<file path="src/sv/pap_pkg.sv">
// Shared constants and types for the pulse amplitude / pileup block.
// No dependencies; every other file refers to it by scoped names.
`default_nettype none
package pap_pkg;

    localparam int SAMPLE_W      = 16;
    localparam int PREGATE       = 25;
    localparam int LAG           = 6;
    localparam int TRACE_LEN_MAX = 256;
    localparam int WIN           = 2 * LAG;

    localparam int CNT_W   = $clog2(TRACE_LEN_MAX + 2);
    localparam int POS_W   = 8;
    localparam int DEPTH_W = 16;
    localparam int SEP_W   = 8;
    localparam int CFG_W   = 16;
    localparam int IDX_W   = 2;
    localparam int AMP_W   = 25;

    localparam logic [IDX_W-1:0] REG_DIP_DEPTH  = IDX_W'(0);
    localparam logic [IDX_W-1:0] REG_PULSE_SEP  = IDX_W'(1);
    // unused indexes, writes to them are ignored
    localparam logic [IDX_W-1:0] REG_SPARE_2    = IDX_W'(2);
    localparam logic [IDX_W-1:0] REG_SPARE_3    = IDX_W'(3);
    localparam logic [DEPTH_W-1:0] DIP_DEPTH_RST = DEPTH_W'(50);
    localparam logic [SEP_W-1:0]   PULSE_SEP_RST = SEP_W'(30);

    localparam int SUM_W = SAMPLE_W + $clog2(PREGATE + 1);
    localparam int NUM_W = SUM_W + 1;

    // amplitude = floor((num*512 + PREGATE) / (2*PREGATE)), done as a
    // reciprocal multiply that is exact for every x below 2^X_W
    localparam int X_W    = 25 + $clog2(PREGATE);
    localparam int DIV    = 2 * PREGATE;
    localparam int REC_SH = X_W + $clog2(DIV);
    localparam int REC_W  = X_W + 1;
    localparam int PROD_W = X_W + REC_W;
    localparam int Q_W    = PROD_W - REC_SH;
    localparam logic [REC_W-1:0] REC =
        REC_W'(((64'd1 << REC_SH) + 64'(DIV) - 64'd1) / 64'(DIV));
    localparam logic [AMP_W-1:0] AMP_MAX = {1'b0, {(AMP_W-1){1'b1}}};

    localparam logic signed [SAMPLE_W-1:0] SAMPLE_MAX = {1'b0, {(SAMPLE_W-1){1'b1}}};

    // end-of-trace snapshot handed to the amplitude pipeline
    typedef struct packed {
        logic signed [SUM_W-1:0]    sum;
        logic signed [SAMPLE_W-1:0] min;
        logic [POS_W-1:0]           idx;
        logic                       pileup;
        logic                       err;
    } fin_t;

endpackage
`default_nettype wire

</file>
<file path="src/sv/pap_cell.sv">
// One tap of the sample window: holds a sample, hands it on when shifted.
// Depends on pap_pkg.
`default_nettype none
module pap_cell (
    input  wire logic                                 clk,
    input  wire logic                                 shift,
    input  wire logic signed [pap_pkg::SAMPLE_W-1:0]  din,
    output logic signed [pap_pkg::SAMPLE_W-1:0]       dout
);

    logic signed [pap_pkg::SAMPLE_W-1:0] tap_reg;

    // window is only read after being written in the same trace: no reset
    always_ff @(posedge clk)
    begin
        if (shift)
        begin
            tap_reg <= din;
        end
    end

    assign dout = tap_reg;

endmodule
`default_nettype wire

</file>
<file path="config.mk">
export PLATFORM = sky130hd
export DESIGN_NAME = pap_cell
export DESIGN_NICKNAME = d
export VERILOG_FILES = /design/src/sv/pap_pkg.sv /design/src/sv/pap_cell.sv
export SDC_FILE = /design/constraint.sdc
export NUM_CORES = 1
export LEC_CHECK = 0
export BUFFER_PORTS_ARGS = -buffer_cell sky130_fd_sc_hd__buf_2
export CORE_AREA = 5 5 42 44
export CTS_BUF_LIST = sky130_fd_sc_hd__clkbuf_4
export DETAILED_ROUTE_END_ITERATION = 8
export DIE_AREA = 0 0 47 49
export PLACE_DENSITY = 0.72
export SYNTH_ARGS = -nofsm -noshare
export SYNTH_HDL_FRONTEND = slang
export SYNTH_SLANG_ARGS = --single-unit
</file>
<file path="constraint.sdc">
create_clock -name clk -period 1.2 [get_ports clk]
set_clock_uncertainty 0.05 [all_clocks]
set_input_delay 0.12 -clock clk [delete_from_list [all_inputs] [get_ports clk]]
set_output_delay 0.12 -clock clk [all_outputs]
set_load 0.01 [all_outputs]
</file>
# == Word level (Yosys, flattened, before mapping) ==
# Cells that the tools add are included.
# totals
regBits,16
latchBits,0
mem_bits_ro,0
output_inout_bits,16
ram_bits,0
in_bits,18
mem_count,0
# op_classes
n_eq_ne,0
bitwise,0
reduce_logical,0
n_mul,0
addsub,0
shifts,0
n_lt_le_gt_ge,0
div,0
n_mux,0

# == Logic depth before layout (Yosys ltp) ==
# depth
word_depth,0
ltp_mapped,0
ltp_nobuf,0

# == Worst setup path after synthesis ==
# OpenSTA, ideal clock, no wires.
# synth_timing
path_type,flip-flop to output port
startpoint,"register tap_reg, in the netlist dout[0]"
endpoint,output port dout[0] (netlist bit)
path_buffers,0
t_required_ns,1.030
setup_slack_ns,0.636
t_arrival_ns,0.394
stages_incl_launch_ff,1
cell_sequence,edfxtp_1
# synth_lines
item,line,rtl
"start, declared",pap_cell.sv:11,logic signed [pap_pkg::SAMPLE_W-1:0] tap_reg;
"start signal, assigned",pap_cell.sv:18,tap_reg <= din;
"end, declared",pap_cell.sv:8,output logic signed [pap_pkg::SAMPLE_W-1:0] dout
# No word-level cell between the ends.

# == Final worst setup path ==
# layout_timing
startpoint,"register tap_reg, in the netlist dout[8]"
endpoint,output port dout[8] (netlist bit)
# No word-level cell between the ends.

==> results.json <==
{
  "status": "finished clean",
  "cp_max_fo": 1,
  "syn_inst": 16,
  "portBuffers": 33,
  "cp.arrival_ps": 800,
  "clock-sinks": 16,
  "holdWs_ps": 208,
  "power.switching_uw": 222,
  "worstSetupPathType": "reg2out",
  "final_nets": 88,
  "crit_path_end_kind": "primary output",
  "gp_congestion": 0.642,
  "crit_family": "flip-flops",
  "clk_pin_slew_ps": 90,
  "min_period_ps": 969,
  "syn_nets": 34,
  "synth_mux_area_share_pct": 0,
  "yosys_warnings": 0,
  "cts_tree": "yes",
  "maxSlewHeadroom_pct": 78.4,
  "grt_pass1_wl_mm": 1.59,
  "crit_chain": "buf_2",
  "avgSynthCellArea_um2": 30.0,
  "start_util_pct": 34.3,
  "power_leakage_nw": 0.369,
  "grt_usage_pct": 9.69,
  "synth_seq_cells": 16,
  "synthSimpleGateAreaFrac_pct": 0,
  "synth-xor-area-share_pct": 0,
  "drt_iter0_markers": 2,
  "clkPwrFrac_pct": 25.2,
  "grt_pass1_vias": 384,
  "avgRoutedWirePerCell_um": 11.8,
  "cts_buffer_depth": 2,
  "intPower_uw": 863,
  "rows": 14,
  "drtPass1Iterations": 3,
  "post-route-util_pct": 60.8,
  "vias": 351,
  "cpPeakStageDelay_ps": 380,
  "crit_cells": 1,
  "crit_required_ps": 1030,
  "core_um2": 1400,
  "multi_input_area_um2": 0,
  "max_freq_mhz": 1030,
  "wl_mm": 1.00,
  "synth_cell_types": 1,
  "synth_compound_area_share_pct": 0,
  "combPwrFrac_pct": 12.9,
  "largest_reg_flops": 16,
  "p_sw_share_pct": 20.4,
  "ant_nets": 0,
  "die_h_um": 49,
  "seq_power_share_pct": 61.9,
  "crit_start": "dout[8]",
  "antennaDiodeCount": 0,
  "ioPinCount": 34,
  "peakVddDrop_mv": 0.808,
  "worst_pin_slew_ps": 324,
  "drcViolationCount": 0,
  "dieArea_um2": 2300,
  "hp-class": "in2reg",
  "critPathLaunchType": "register",
  "ctsResizeCount": 0,
  "synth_adder_area_share_pct": 0,
  "drive_above_1_share_pct": 52.2,
  "postCtsSetupBuffers": 0,
  "fin_crit_sh_pct": 80.8,
  "grt_max_degree": 17,
  "htree_levels": 1,
  "die_w_um": 47,
  "numCtsBuffers": 3,
  "drv_slew": 0,
  "overflow": 0,
  "cts-root-buf": "clkbuf_4",
  "ys_seq_area_share_pct": 100,
  "post_drt_via_cell_ratio": 4.13,
  "setup_violations": 0,
  "rsz0062_at_grt": "no",
  "crit_end": "dout[8]",
  "critical-path-slowest-cell": "edfxtp_1",
  "synthToLayoutAreaGrowth_pct": 77.3,
  "antenna_found_initial": 0,
  "crit_buf_inv": 1,
  "synth.cell_area_um2": 480,
  "p_per_area_nw_per_um2": 1270,
  "hold_violations": 0,
  "timing.setup.tns_ps": 0,
  "p_total_mw": 1.09,
  "multi_input_gates": 0,
  "cap_violations": 0,
  "ctsHoldBuffers": 16
}
==> cell usage in the layout (no fill, tap or decap), drive strengths merged <==
| cell type | instances |
|---|---|
| buf | 33 |
| edfxtp | 16 |
| dlygate4sd3 | 16 |
| clkbuf | 3 |
| clkinv | 1 |
==> power by group through the flow <==
stage / Combinational, mW / Clock (mW) / Sequential, mW
after floorplan: 0 / 0 / 0.712
after global placement: 0.0997 / 0 / 0.683
after detailed placement: 0.101 / 0 / 0.686
after CTS: 0.141 / 0.279 / 0.673
after global routing: 0.153 / 0.306 / 0.676
final: 0.140 / 0.274 / 0.672
==> how the worst min path moves through the flow <==
stage             from       end  slack, ps  cells past startpoint
3_5_place_dp   din[12]  dout[12]        250                      1
5_1_grt          shift  dout[15]        210                      1
2_1_floorplan   din[0]   dout[0]        170                      0
6_report         shift  dout[14]        210                      1
3_3_place_gp   din[14]  dout[14]        250                      1
4_1_cts          shift  dout[10]        210                      1
==> cells by family after synthesis <==
kind of cell	after synthesis
DFF	16
==> cells in the mapped netlist <==
cell | n | area (um2)
edfxtp_1 | 16 | 480
==> through the flow <==
| stage | cells | setup slack (ps) | area [um2] |
|---|---|---|---|
| global placement | 65 | 390 | 666 |
| global route | 85 | 182 | 852 |
| CTS | 85 | 209 | 852 |
| detailed placement | 65 | 382 | 666 |
| floorplan | 16 | 636 | 480 |
| finish | 85 | 231 | 852 |
==> layout make-up <==
cell class	count	area, um2
clock buffer	3	22.5
clock inverter	1	3.75
fill	110	549
sequential	16	480
tap	16	20.0
timing repair buffer	49	325
==> routing by layer <==
layer  wire length [um]  vias to the layer above  share of wire (%)  global-route usage (%)
met1                325                      159                 33                    9.09
met5                  0                        -                  0                       0
met3                114                        2                 11                    2.58
met4                  5                        0               0.50                    4.15
li1                   -                      172                  -                       -
met2                556                       18                 56                    18.1
Power figures use the tool's default switching activity.
